===== config.mk =====
export PLATFORM = sky130hd
export DESIGN_NAME = linear_interp_resampler_unit
export DESIGN_NICKNAME = d
export VERILOG_FILES = /design/src/lirs_pkg.sv /design/src/lirs_mul.sv /design/src/lirs_div.sv /design/src/linear_interp_resampler_unit.sv
export SDC_FILE = /design/constraint.sdc
export NUM_CORES = 2
export LEC_CHECK = 0
export BUFFER_PORTS_ARGS = -buffer_cell sky130_fd_sc_hd__buf_2
export CORE_MARGIN = 2
export CORE_UTILIZATION = 55
export CTS_CLUSTER_SIZE = 40
export DETAILED_ROUTE_END_ITERATION = 16
export GPL_TIMING_DRIVEN = 0
export PLACE_DENSITY = 0.71
export SLEW_MARGIN = 20
export SYNTH_ARGS = -nofsm -noshare
export SYNTH_HDL_FRONTEND = slang
export SYNTH_HIERARCHICAL = 1
export SYNTH_SLANG_ARGS = --single-unit

===== constraint.sdc =====
create_clock -name clk -period 10.7 [get_ports clk]
set_input_delay 0.535 -clock clk [delete_from_list [all_inputs] [get_ports clk]]
set_output_delay 0.535 -clock clk [all_outputs]
set_load 0.005 [all_outputs]

===== src/lirs_pkg.sv =====
// Shared types and constants of the linear interpolation resampler.
`default_nettype none

package lirs_pkg;

  localparam int SAMPLE_W  = 16;
  localparam int RATE_W    = 19;
  localparam int FRAC_W    = 16;
  localparam int K_W       = 32;
  // Position numerators stay below 2^52: k*dst is below 2^51 and the
  // numerator never runs more than one source step past the window.
  localparam int NUM_W     = 52;
  localparam int CFG_IDX_W = 1;

  localparam logic [RATE_W-1:0]    RATE_RESET   = 19'd48000;
  localparam logic [CFG_IDX_W-1:0] REG_SRC_RATE = 1'b0;
  localparam logic [CFG_IDX_W-1:0] REG_DST_RATE = 1'b1;

  localparam int MUL_MC_W  = K_W + 1;
  localparam int MUL_MP_W  = RATE_W;
  localparam int MUL_P_W   = NUM_W;
  localparam int MUL_CNT_W = $clog2(MUL_MP_W);
  localparam int DIV_CNT_W = $clog2(NUM_W + FRAC_W);

  typedef enum logic [3:0] {
    ST_IDLE,
    ST_LO_MUL,
    ST_HOLD,
    ST_CHECK,
    ST_DIV,
    ST_MIX,
    ST_PLACE,
    ST_SKIP,
    ST_COMMIT,
    ST_DRAIN_RD,
    ST_DRAIN_WR
  } lirs_state_t;

  typedef struct packed {
    logic                start;
    logic [MUL_MC_W-1:0] mcand;
    logic [MUL_MP_W-1:0] mplier;
  } mul_req_t;

  typedef struct packed {
    logic               done;
    logic [MUL_P_W-1:0] prod;
  } mul_rsp_t;

  typedef struct packed {
    logic              start;
    logic              frac_mode;
    logic [NUM_W-1:0]  dividend;
    logic [RATE_W-1:0] divisor;
  } div_req_t;

  typedef struct packed {
    logic              done;
    logic [RATE_W-1:0] rem;
    logic [FRAC_W-1:0] quo;
  } div_rsp_t;

endpackage

`default_nettype wire


===== src/lirs_mul.sv =====
// Bit-serial shift-and-add multiplier: signed multiplicand, unsigned multiplier.
`default_nettype none

module lirs_mul
  import lirs_pkg::*;
(
  input  wire logic     clk,
  input  wire logic     rst_n,
  input  wire mul_req_t req,
  output mul_rsp_t      rsp
);

  logic                 busy_r, busy_nxt;
  logic                 done_r, done_nxt;
  logic [MUL_CNT_W-1:0] cnt_r, cnt_nxt;
  logic [MUL_MC_W-1:0]  mc_r, mc_nxt;
  logic [MUL_MP_W-1:0]  mp_r, mp_nxt;
  logic [MUL_P_W-1:0]   acc_r, acc_nxt;
  logic [MUL_P_W-1:0]   mc_ext;
  logic                 last_step;

  assign mc_ext    = {{(MUL_P_W-MUL_MC_W){mc_r[MUL_MC_W-1]}}, mc_r};
  assign last_step = (cnt_r == MUL_CNT_W'(MUL_MP_W-1));

  // Multiplier bits are consumed most significant first.
  always_comb begin
    busy_nxt = busy_r;
    done_nxt = 1'b0;
    cnt_nxt  = cnt_r;
    mc_nxt   = mc_r;
    mp_nxt   = mp_r;
    acc_nxt  = acc_r;
    if (req.start) begin
      busy_nxt = 1'b1;
      cnt_nxt  = '0;
      mc_nxt   = req.mcand;
      mp_nxt   = req.mplier;
      acc_nxt  = '0;
    end else if (busy_r) begin
      acc_nxt = {acc_r[MUL_P_W-2:0], 1'b0} + (mp_r[MUL_MP_W-1] ? mc_ext : '0);
      mp_nxt  = {mp_r[MUL_MP_W-2:0], 1'b0};
      cnt_nxt = cnt_r + MUL_CNT_W'(1);
      if (last_step) begin
        busy_nxt = 1'b0;
        done_nxt = 1'b1;
      end
    end
  end

  always_ff @(posedge clk) begin
    if (!rst_n) begin
      busy_r <= 1'b0;
      done_r <= 1'b0;
    end else begin
      busy_r <= busy_nxt;
      done_r <= done_nxt;
    end
  end

  always_ff @(posedge clk) begin
    cnt_r <= cnt_nxt;
    mc_r  <= mc_nxt;
    mp_r  <= mp_nxt;
    acc_r <= acc_nxt;
  end

  assign rsp.done = done_r;
  assign rsp.prod = acc_r;

endmodule

`default_nettype wire


===== src/lirs_div.sv =====
// Bit-serial restoring divider giving a remainder and optional 16 fraction bits.
`default_nettype none

module lirs_div
  import lirs_pkg::*;
(
  input  wire logic     clk,
  input  wire logic     rst_n,
  input  wire div_req_t req,
  output div_rsp_t      rsp
);

  logic                 busy_r, busy_nxt;
  logic                 done_r, done_nxt;
  logic                 frac_r, frac_nxt;
  logic [DIV_CNT_W-1:0] cnt_r, cnt_nxt;
  logic [NUM_W-1:0]     dvd_r, dvd_nxt;
  logic [RATE_W-1:0]    dvs_r, dvs_nxt;
  logic [RATE_W-1:0]    rem_r, rem_nxt;
  logic [FRAC_W-1:0]    quo_r, quo_nxt;
  logic [RATE_W:0]      trial, trial_sub;
  logic                 fits, last_step;

  // After the dividend bits run out, zeros shift in; the quotient bits of
  // those extra steps are the fraction floor(rem * 2^16 / divisor).
  assign trial     = {rem_r, dvd_r[NUM_W-1]};
  assign trial_sub = trial - {1'b0, dvs_r};
  assign fits      = (trial >= {1'b0, dvs_r});
  assign last_step = frac_r ? (cnt_r == DIV_CNT_W'(NUM_W + FRAC_W - 1))
                            : (cnt_r == DIV_CNT_W'(NUM_W - 1));

  always_comb begin
    busy_nxt = busy_r;
    done_nxt = 1'b0;
    frac_nxt = frac_r;
    cnt_nxt  = cnt_r;
    dvd_nxt  = dvd_r;
    dvs_nxt  = dvs_r;
    rem_nxt  = rem_r;
    quo_nxt  = quo_r;
    if (req.start) begin
      busy_nxt = 1'b1;
      frac_nxt = req.frac_mode;
      cnt_nxt  = '0;
      dvd_nxt  = req.dividend;
      dvs_nxt  = req.divisor;
      rem_nxt  = '0;
      quo_nxt  = '0;
    end else if (busy_r) begin
      rem_nxt = fits ? trial_sub[RATE_W-1:0] : trial[RATE_W-1:0];
      dvd_nxt = {dvd_r[NUM_W-2:0], 1'b0};
      quo_nxt = {quo_r[FRAC_W-2:0], fits};
      cnt_nxt = cnt_r + DIV_CNT_W'(1);
      if (last_step) begin
        busy_nxt = 1'b0;
        done_nxt = 1'b1;
      end
    end
  end

  always_ff @(posedge clk) begin
    if (!rst_n) begin
      busy_r <= 1'b0;
      done_r <= 1'b0;
    end else begin
      busy_r <= busy_nxt;
      done_r <= done_nxt;
    end
  end

  always_ff @(posedge clk) begin
    frac_r <= frac_nxt;
    cnt_r  <= cnt_nxt;
    dvd_r  <= dvd_nxt;
    dvs_r  <= dvs_nxt;
    rem_r  <= rem_nxt;
    quo_r  <= quo_nxt;
  end

  assign rsp.done = done_r;
  assign rsp.rem  = rem_r;
  assign rsp.quo  = quo_r;

endmodule

`default_nettype wire


===== src/linear_interp_resampler_unit.sv =====
// Top level of the linear interpolation sample rate converter.
//
//   Channel  Direction  Handshake              Payload
//   in_      in         in_valid / in_stall    in_sample_in, in_end_of_stream
//   out_     out        out_valid / out_stall  out_sample_out, out_run_last,
//                                              out_stream_done, out_valid_res,
//                                              out_overflow
//   cfg_     in         cfg_valid / cfg_ready  cfg_index, cfg_data
//
// One item is handled at a time. With equal rates an item goes straight to
// the commit and drain states. Otherwise the window product k*dst is formed
// on the serial multiplier, and each interpolated output uses the serial
// divider for the fraction, the multiplier for the mix and the check and
// place states. A truncated run uses the divider to realign the position.
// Each result drains through a buffer read and an output register write.
// Reset is synchronous and active low; it restores both rates to 48000 and
// clears the stream state. A stalled output holds its register; the input
// is taken again as soon as the last result of an item sits in that register.
`default_nettype none

module linear_interp_resampler_unit
  import lirs_pkg::*;
#(
  parameter int MAX_RUN = 16
) (
  input  wire logic                       clk,
  input  wire logic                       rst_n,
  input  wire logic                       in_valid,
  output logic                            in_stall,
  input  wire logic signed [SAMPLE_W-1:0] in_sample_in,
  input  wire logic                       in_end_of_stream,
  output logic                            out_valid,
  input  wire logic                       out_stall,
  output logic signed [SAMPLE_W-1:0]      out_sample_out,
  output logic                            out_run_last,
  output logic                            out_stream_done,
  output logic                            out_valid_res,
  output logic                            out_overflow,
  input  wire logic                       cfg_valid,
  output logic                            cfg_ready,
  input  wire logic [CFG_IDX_W-1:0]       cfg_index,
  input  wire logic [RATE_W-1:0]          cfg_data
);

  localparam int IDX_W = $clog2(MAX_RUN);
  localparam int CNT_W = $clog2(MAX_RUN + 1);
  localparam int MIX_W = SAMPLE_W + FRAC_W + 4;
  localparam logic [MIX_W-1:0] ROUND_HALF = MIX_W'(1) << (FRAC_W - 1);

  // Control state and configuration.
  lirs_state_t          state_r, state_nxt;
  logic [RATE_W-1:0]    src_rate_r, src_rate_nxt;
  logic [RATE_W-1:0]    dst_rate_r, dst_rate_nxt;
  logic signed [SAMPLE_W-1:0] prev_r, prev_nxt;
  logic                 have_prev_r, have_prev_nxt;
  logic [K_W-1:0]       k_r, k_nxt;
  logic [NUM_W-1:0]     num_r, num_nxt;
  logic                 hold_valid_r, hold_valid_nxt;
  logic                 out_valid_r, out_valid_nxt;

  // Per-item working registers and result payload.
  logic signed [SAMPLE_W-1:0] s_r, s_nxt;
  logic                 e_r, e_nxt;
  logic [NUM_W-1:0]     lo_r, lo_nxt;
  logic [NUM_W-1:0]     hi_r, hi_nxt;
  logic [CNT_W-1:0]     cnt_r, cnt_nxt;
  logic                 ovf_r, ovf_nxt;
  logic signed [SAMPLE_W-1:0] v_r, v_nxt;
  logic signed [SAMPLE_W-1:0] hold_val_r, hold_val_nxt;
  logic [CNT_W-1:0]     rd_ptr_r, rd_ptr_nxt;
  logic signed [SAMPLE_W-1:0] out_sample_r, out_sample_nxt;
  logic                 out_run_last_r, out_run_last_nxt;
  logic                 out_done_r, out_done_nxt;
  logic                 out_vres_r, out_vres_nxt;
  logic                 out_ovf_r, out_ovf_nxt;

  // Run buffer: results of one item are collected here, since the overflow
  // flag that every one of them carries is known only once the run ends.
  logic [SAMPLE_W-1:0]  res_mem [MAX_RUN];
  logic [SAMPLE_W-1:0]  mem_rd_r;
  logic                 mem_we;
  logic [IDX_W-1:0]     mem_wa;
  logic [SAMPLE_W-1:0]  mem_wd;

  mul_req_t mul_req;
  mul_rsp_t mul_rsp;
  div_req_t div_req;
  div_rsp_t div_rsp;

  // Decoded conditions.
  logic [RATE_W-1:0]    src_e, dst_e;
  logic                 eq_rates, in_take, out_free, out_load;
  logic                 cfg_we;
  logic                 num_ge_lo, past_hi, num_le_hi, cnt_full;
  logic [NUM_W:0]       num_plus_src;
  logic                 chk_done, chk_full, chk_tail;
  logic                 drain_last;
  logic signed [SAMPLE_W-1:0] mix_a;
  logic [SAMPLE_W:0]    mix_diff;
  logic [MIX_W-1:0]     mix_sum;
  logic [SAMPLE_W-1:0]  mix_val;
  logic [RATE_W-1:0]    skip_adj;

  // A rate register holding zero behaves as a rate of one.
  assign src_e    = (src_rate_r == '0) ? RATE_W'(1) : src_rate_r;
  assign dst_e    = (dst_rate_r == '0) ? RATE_W'(1) : dst_rate_r;
  assign eq_rates = (src_e == dst_e);

  assign cfg_ready = 1'b1;
  assign cfg_we    = cfg_valid && cfg_ready;

  assign in_take  = in_valid && (state_r == ST_IDLE);
  assign out_free = !out_valid_r || !out_stall;

  // Window tests against the current input: lo = k*dst, hi = (k+1)*dst.
  assign num_plus_src = {1'b0, num_r} + (NUM_W+1)'(src_e);
  assign num_ge_lo    = (num_r >= lo_r);
  assign num_le_hi    = (num_r <= hi_r);
  assign past_hi      = (num_plus_src > {1'b0, hi_r});
  assign cnt_full     = (cnt_r == CNT_W'(MAX_RUN));

  // Outputs lie strictly before the current sample until the stream ends;
  // the final sample closes the stream up to its end position.
  assign chk_done = (!e_r && num_ge_lo) || (e_r && past_hi);
  assign chk_full = !chk_done && cnt_full;
  assign chk_tail = !chk_done && !cnt_full && e_r && num_ge_lo;

  assign drain_last = (cnt_r == '0) || (rd_ptr_r == cnt_r - CNT_W'(1));

  // Mix: a + floor(((b - a) * frac + 2^15) / 2^16), with the first sample of a
  // stream standing in for its own missing predecessor.
  assign mix_a    = have_prev_r ? prev_r : s_r;
  assign mix_diff = {s_r[SAMPLE_W-1], s_r} - {mix_a[SAMPLE_W-1], mix_a};
  assign mix_sum  = {{(MIX_W-SAMPLE_W-FRAC_W){mix_a[SAMPLE_W-1]}}, mix_a, {FRAC_W{1'b0}}}
                  + mul_rsp.prod[MIX_W-1:0] + ROUND_HALF;
  assign mix_val  = mix_sum[FRAC_W +: SAMPLE_W];

  // Rounding the window start up to a whole source step after truncation.
  assign skip_adj = (div_rsp.rem == '0) ? '0 : (src_e - div_rsp.rem);

  lirs_mul u_mul (
    .clk   (clk),
    .rst_n (rst_n),
    .req   (mul_req),
    .rsp   (mul_rsp)
  );

  lirs_div u_div (
    .clk   (clk),
    .rst_n (rst_n),
    .req   (div_req),
    .rsp   (div_rsp)
  );

  // Next state.
  always_comb begin
    state_nxt = state_r;
    unique case (state_r)
      ST_IDLE: begin
        if (in_take) begin
          state_nxt = eq_rates ? ST_COMMIT : ST_LO_MUL;
        end
      end
      ST_LO_MUL: begin
        if (mul_rsp.done) begin
          state_nxt = ST_HOLD;
        end
      end
      ST_HOLD: begin
        state_nxt = ST_CHECK;
      end
      ST_CHECK: begin
        priority if (chk_done) begin
          state_nxt = ST_COMMIT;
        end else if (chk_full) begin
          state_nxt = e_r ? ST_COMMIT : ST_SKIP;
        end else if (chk_tail) begin
          state_nxt = ST_PLACE;
        end else begin
          state_nxt = ST_DIV;
        end
      end
      ST_DIV: begin
        if (div_rsp.done) begin
          state_nxt = ST_MIX;
        end
      end
      ST_MIX: begin
        if (mul_rsp.done) begin
          state_nxt = ST_PLACE;
        end
      end
      ST_PLACE: begin
        state_nxt = (!e_r && past_hi) ? ST_COMMIT : ST_CHECK;
      end
      ST_SKIP: begin
        if (div_rsp.done) begin
          state_nxt = ST_COMMIT;
        end
      end
      ST_COMMIT: begin
        state_nxt = ST_DRAIN_RD;
      end
      ST_DRAIN_RD: begin
        state_nxt = ST_DRAIN_WR;
      end
      ST_DRAIN_WR: begin
        if (out_free) begin
          state_nxt = drain_last ? ST_IDLE : ST_DRAIN_RD;
        end
      end
      default: begin
        state_nxt = ST_IDLE;
      end
    endcase
  end

  // Unit requests, buffer writes and the output register load.
  always_comb begin
    in_stall         = (state_r != ST_IDLE);
    mul_req.start    = 1'b0;
    mul_req.mcand    = {{(MUL_MC_W-SAMPLE_W-1){mix_diff[SAMPLE_W]}}, mix_diff};
    mul_req.mplier   = MUL_MP_W'(div_rsp.quo);
    div_req.start    = 1'b0;
    div_req.frac_mode = 1'b1;
    div_req.dividend = num_r;
    div_req.divisor  = dst_e;
    mem_we           = 1'b0;
    mem_wa           = cnt_r[IDX_W-1:0];
    mem_wd           = v_r;
    out_load         = 1'b0;
    unique case (state_r)
      ST_IDLE: begin
        mul_req.mcand  = {1'b0, k_r};
        mul_req.mplier = dst_e;
        if (in_take) begin
          mul_req.start = !eq_rates;
          mem_we        = eq_rates;
          mem_wa        = '0;
          mem_wd        = in_sample_in;
        end
      end
      ST_HOLD: begin
        mem_we = hold_valid_r && num_le_hi;
        mem_wd = hold_val_r;
      end
      ST_CHECK: begin
        if (chk_full && !e_r) begin
          div_req.start     = 1'b1;
          div_req.frac_mode = 1'b0;
          div_req.dividend  = lo_r;
          div_req.divisor   = src_e;
        end else if (!chk_done && !chk_full && !chk_tail) begin
          div_req.start = 1'b1;
        end
      end
      ST_DIV: begin
        mul_req.start = div_rsp.done;
      end
      ST_PLACE: begin
        mem_we = !(!e_r && past_hi);
      end
      ST_DRAIN_WR: begin
        out_load = out_free;
      end
      ST_LO_MUL, ST_MIX, ST_SKIP, ST_COMMIT, ST_DRAIN_RD: begin
      end
      default: begin
      end
    endcase
  end

  // Datapath next values.
  always_comb begin
    src_rate_nxt     = src_rate_r;
    dst_rate_nxt     = dst_rate_r;
    prev_nxt         = prev_r;
    have_prev_nxt    = have_prev_r;
    k_nxt            = k_r;
    num_nxt          = num_r;
    hold_valid_nxt   = hold_valid_r;
    hold_val_nxt     = hold_val_r;
    s_nxt            = s_r;
    e_nxt            = e_r;
    lo_nxt           = lo_r;
    hi_nxt           = hi_r;
    cnt_nxt          = cnt_r;
    ovf_nxt          = ovf_r;
    v_nxt            = v_r;
    rd_ptr_nxt       = rd_ptr_r;
    out_sample_nxt   = out_sample_r;
    out_run_last_nxt = out_run_last_r;
    out_done_nxt     = out_done_r;
    out_vres_nxt     = out_vres_r;
    out_ovf_nxt      = out_ovf_r;

    if (cfg_we) begin
      unique case (cfg_index)
        REG_SRC_RATE: src_rate_nxt = cfg_data;
        REG_DST_RATE: dst_rate_nxt = cfg_data;
      endcase
    end

    if (mem_we) begin
      cnt_nxt = cnt_r + CNT_W'(1);
    end

    unique case (state_r)
      ST_IDLE: begin
        if (in_take) begin
          s_nxt   = in_sample_in;
          e_nxt   = in_end_of_stream;
          cnt_nxt = eq_rates ? CNT_W'(1) : '0;
          ovf_nxt = 1'b0;
        end
      end
      ST_LO_MUL: begin
        if (mul_rsp.done) begin
          lo_nxt = mul_rsp.prod;
          hi_nxt = mul_rsp.prod + NUM_W'(dst_e);
        end
      end
      ST_HOLD: begin
        // A held output is released once the window reaches it, and
        // dropped if the stream ends before it does.
        if (hold_valid_r && (num_le_hi || e_r)) begin
          hold_valid_nxt = 1'b0;
        end
      end
      ST_CHECK: begin
        if (chk_full) begin
          ovf_nxt = 1'b1;
        end
        if (chk_tail) begin
          v_nxt = s_r;
        end
      end
      ST_MIX: begin
        if (mul_rsp.done) begin
          v_nxt = mix_val;
        end
      end
      ST_PLACE: begin
        num_nxt = num_plus_src[NUM_W-1:0];
        if (!e_r && past_hi) begin
          hold_val_nxt   = v_r;
          hold_valid_nxt = 1'b1;
        end
      end
      ST_SKIP: begin
        if (div_rsp.done) begin
          num_nxt = lo_r + NUM_W'(skip_adj);
        end
      end
      ST_COMMIT: begin
        rd_ptr_nxt = '0;
        if (e_r) begin
          prev_nxt       = '0;
          have_prev_nxt  = 1'b0;
          k_nxt          = '0;
          num_nxt        = '0;
          hold_valid_nxt = 1'b0;
        end else begin
          prev_nxt      = s_r;
          have_prev_nxt = 1'b1;
          k_nxt         = k_r + K_W'(1);
        end
      end
      ST_DRAIN_WR: begin
        if (out_load) begin
          out_sample_nxt   = (cnt_r == '0) ? '0 : mem_rd_r;
          out_run_last_nxt = drain_last;
          out_done_nxt     = drain_last && e_r;
          out_vres_nxt     = (cnt_r != '0);
          out_ovf_nxt      = ovf_r;
          if (!drain_last) begin
            rd_ptr_nxt = rd_ptr_r + CNT_W'(1);
          end
        end
      end
      ST_DIV, ST_DRAIN_RD: begin
      end
      default: begin
      end
    endcase

    priority if (out_load) begin
      out_valid_nxt = 1'b1;
    end else if (out_valid_r && !out_stall) begin
      out_valid_nxt = 1'b0;
    end else begin
      out_valid_nxt = out_valid_r;
    end
  end

  always_ff @(posedge clk) begin
    if (!rst_n) begin
      state_r      <= ST_IDLE;
      src_rate_r   <= RATE_RESET;
      dst_rate_r   <= RATE_RESET;
      prev_r       <= '0;
      have_prev_r  <= 1'b0;
      k_r          <= '0;
      num_r        <= '0;
      hold_valid_r <= 1'b0;
      out_valid_r  <= 1'b0;
    end else begin
      state_r      <= state_nxt;
      src_rate_r   <= src_rate_nxt;
      dst_rate_r   <= dst_rate_nxt;
      prev_r       <= prev_nxt;
      have_prev_r  <= have_prev_nxt;
      k_r          <= k_nxt;
      num_r        <= num_nxt;
      hold_valid_r <= hold_valid_nxt;
      out_valid_r  <= out_valid_nxt;
    end
  end

  always_ff @(posedge clk) begin
    s_r            <= s_nxt;
    e_r            <= e_nxt;
    lo_r           <= lo_nxt;
    hi_r           <= hi_nxt;
    cnt_r          <= cnt_nxt;
    ovf_r          <= ovf_nxt;
    v_r            <= v_nxt;
    hold_val_r     <= hold_val_nxt;
    rd_ptr_r       <= rd_ptr_nxt;
    out_sample_r   <= out_sample_nxt;
    out_run_last_r <= out_run_last_nxt;
    out_done_r     <= out_done_nxt;
    out_vres_r     <= out_vres_nxt;
    out_ovf_r      <= out_ovf_nxt;
  end

  always_ff @(posedge clk) begin
    if (mem_we) begin
      res_mem[mem_wa] <= mem_wd;
    end
    mem_rd_r <= res_mem[rd_ptr_r[IDX_W-1:0]];
  end

  assign out_valid       = out_valid_r;
  assign out_sample_out  = out_sample_r;
  assign out_run_last    = out_run_last_r;
  assign out_stream_done = out_done_r;
  assign out_valid_res   = out_vres_r;
  assign out_overflow    = out_ovf_r;

`ifndef SYNTHESIS
  a_buffer_in_range: assert property (@(posedge clk) disable iff (!rst_n)
    (mem_we && (state_r != ST_IDLE)) |-> (cnt_r < CNT_W'(MAX_RUN)))
    else $error("run buffer written beyond its depth");

  a_accept_leaves_idle: assert property (@(posedge clk) disable iff (!rst_n)
    (in_valid && !in_stall) |=> (state_r != ST_IDLE))
    else $error("accepted item did not start processing");

  a_stream_cleared: assert property (@(posedge clk) disable iff (!rst_n)
    ((state_r == ST_COMMIT) && e_r) |=> (!hold_valid_r && !have_prev_r && (k_r == '0)))
    else $error("stream state not cleared after final sample");

  a_run_closes: assert property (@(posedge clk) disable iff (!rst_n)
    (out_valid && (out_stream_done || !out_valid_res)) |-> out_run_last)
    else $error("stream end or empty marker without run end");
`endif

endmodule

`default_nettype wire


==> run summary <==
outcome: completed
pwr dens: 184 mW/mm^2
Final Hold Violating Endpoints: 0
DRT iter0 DRCs: 3911
postcts setup bufs: 0
worst setup path category: flop to flop
Worst-path clk slew: 0.06 ns
final setup fails: 0
leakage: 0.0206 uW
die area: 0.0897 mm^2
Placement Cell Area: 0.0502 mm^2
Core ar.: 0.0866 mm^2
first-pass GRT wire length: 215000 um
Max H-tree Level: 3
clock buffer depth: 3
die outline height: 299 um
Largest stage delay, worst path: 0.80 ns
HP Class: input port to flop
Reg area: 0.0222 mm^2
CTS sink cnt: 828
MaxCap Viol Count: 0
CTS root buf: clkbuf_16
Peak VDD IR: 0.147 mV
CP max-delay cell: buf_1
post-synthesis cell type count: 117
net total in the final layout: 5192
Synth Instances: 4648
Data required, critical path: 11.23 ns
Tightest Pin Transition: 1.24 ns
Num CTS Buffers: 88
# DRC: 0
Final period util: 81.4%
Post-synth EDFFs: 559
Die W: 299 um
max layer used: met5
Post-Syn Area per Cell: 10.3 um^2
Initial Util: 55.4%
Synth Net Count: 5018
met2 wire len: 63300 um
Seq cells post-synth: 828
Via density: 6.19
clk_lat worst skew: 0.69 ns
Worst setup EP type: flop
Filler cells: 7105
final setup margin: 1.99 ns
Antenna Cells: 0
initial antenna violation count: 3
FP Rows: 108
# placed instances: 5886
max-slew violation count: 0
synthesized cell area: 0.0480 mm^2
Worst path most repeated cell: a21oi_1
Ys Warns: 6
Syn-to-layout area delta: 10.7%
Max FO, Critical Path: 12
Top FF cell, synth: edfxtp_1
max_slew headroom: 17.3%
design area: 0.0532 mm^2
DP Wirelength: 107000 um
global-route usage over all layers: 31.5%
critical path launch point type: flop
TritonCTS clock tree: done
number of buffers added on ports: 63
Hold Buf Count CTS: 1
number of global-route vias before repair: 35500
Top-Level Pins: 65
gpl congestion: 0.981
layout cells sized above 1: 10.9%
largest net degree at the start of global routing: 56
WP data arrival: 9.24 ns
worst slack, placed: 2.29 ns
met3 wire length: 12600 um
fmax: 115 MHz
Async SR Flop Fraction: 0%
final WL: 143000 um
Tmin final: 8.71 ns
multi-input logic area: 0.0240 mm^2
Non-Filler Instances: 6052
Overflow after GRT: 0
WL met1: 60800 um
first-pass detailed-route iteration total: 8
post-route ant nets: 0
sequential area share after synthesis: 46.2%
routed len/inst: 23.6 um
RSZ-0062 raised after global routing: no
Max Clock Skew: 0.0442 ns
vias after detailed routing: 37500
post-cts sizing count: 0
## cells by family (layout without fill, tap and decap cells)
family | after synthesis | count (layout) | share of synthesized area (%)
AND/OR/NAND/NOR | 1427 | 1427 | 14.2
AO/OA/AOI/OAI | 1032 | 1032 | 14.1
flip-flops | 828 | 828 | 46.2
buffers and inverters | 495 | 744 | 4.15
adder cells (fa/ha/maj) | 329 | 329 | 8.70
XOR/XNOR | 298 | 298 | 5.44
multiplexers | 238 | 238 | 7.28
other | 1 | 1 | 0.00781
## cell type report
| type | count | share of cell area [%] |
|---|---|---|
| clock buffer | 117 | 4.48 |
| buffer | 246 | 2.01 |
| clock inverter | 48 | 1.03 |
| multi-input combinational | 3325 | 45.1 |
| inverter | 249 | 1.76 |
| tap | 1155 | 2.72 |
| sequential | 828 | 41.7 |
| timing repair buffer | 84 | 1.16 |
## cells in the mapped netlist, drive strengths merged, types with 11 or more instances
cell type,instances,area share (%)
a2111oi,13,0.38
a211oi,41,0.64
a21o,81,1.3
a21oi,280,3.0
a221oi,22,0.40
a222oi,16,0.33
a22oi,15,0.23
a31oi,40,0.53
and2,63,0.82
and3,64,0.84
and4,16,0.30
buf,70,0.82
clkbuf,176,1.4
dfxtp,269,11
edfxtp,559,35
ha,320,8.3
inv,248,1.9
mux2,91,2.1
mux2i,67,1.4
mux4,80,3.8
nand2,441,3.5
nand2b,22,0.29
nand3,129,1.4
nand4,80,1.0
nor2,355,2.8
nor2b,48,0.64
nor3,96,1.0
nor4,40,0.52
o211ai,26,0.41
o21a,40,0.63
o21ai,282,3.0
o21bai,19,0.32
o22ai,26,0.37
o31a,11,0.22
o31ai,20,0.34
or2,16,0.21
or3,22,0.30
xnor2,167,3.0
xor2,131,2.4
## critical path: cells and delay by family, from the launching register on
family,cells,cell delay (ns)
fa+ha+maj,3,0.94
buf+inv,6,2.17
compound gates,12,2.83
xor+xnor,1,0.24
flops,1,0.42
simple gates,8,1.93
## state kept, by name, indices dropped and copies added (netlist names), 32 cells and up
signal and count:
u_mul/mc_r 33, u_div/dvd_r 52, u_mul/acc_r 52, num_r 52, lo_r 52, k_r 32
res_mem 256, hi_r 52
## metrics by stage
stage | hold slack (ns) | total power (uW) | setup TNS [ns] | util (%)
after global routing | 0.0311 | 10200 | 0 | 61.4
after global placement | 0.446 | 6680 | -104.54 | 57.5
after floorplan | 0.400 | 5950 | 0 | -
after detailed placement | 0.449 | 6710 | 0 | 58.0
final | 0.0478 | 9810 | 0 | 61.4
after CTS | 0.0131 | 9780 | 0 | 61.4
## layout by cell type, fill, tap and decap left out, types with 96 or more instances in the layout
master      n
nand3_1   128
ha_1      320
xnor2_1   167
a21oi_1   275
nand2_1   439
inv_1     247
dfxtp_1   269
xor2_1    131
clkbuf_1  190
edfxtp_1  559
buf_2      96
o21ai_0   261
nor2_1    338
## layer usage
layer  global-route usage [%]  vias to the layer above
li1                         -                    17500
met1                     44.1                    18100
met2                     49.3                     1641
met3                     5.12                      296
met4                     12.4                        2
met5                        0                        -
## worst paths after layout
path | startpoint | to | slack, ns | cells after the start
setup / recovery | src_rate_r[6] | u_div/rem_r[18] | 1.99 | 30
hold / removal | in_sample_in[3] | s_r[3] | 0.05 | 1
setup reg to reg | src_rate_r[6] | u_div/rem_r[18] | 1.99 | 30
hold reg to reg | v_r[6] | hold_val_r[6] | 0.47 | 0
## power by group
part | internal (uW) | leakage, uW | switching [uW]
combinational | 1070 | 0.0119 | 1680
clock | 1740 | 0.00139 | 1340
sequential | 3710 | 0.00731 | 277
(Power assumes the default switching activity.)
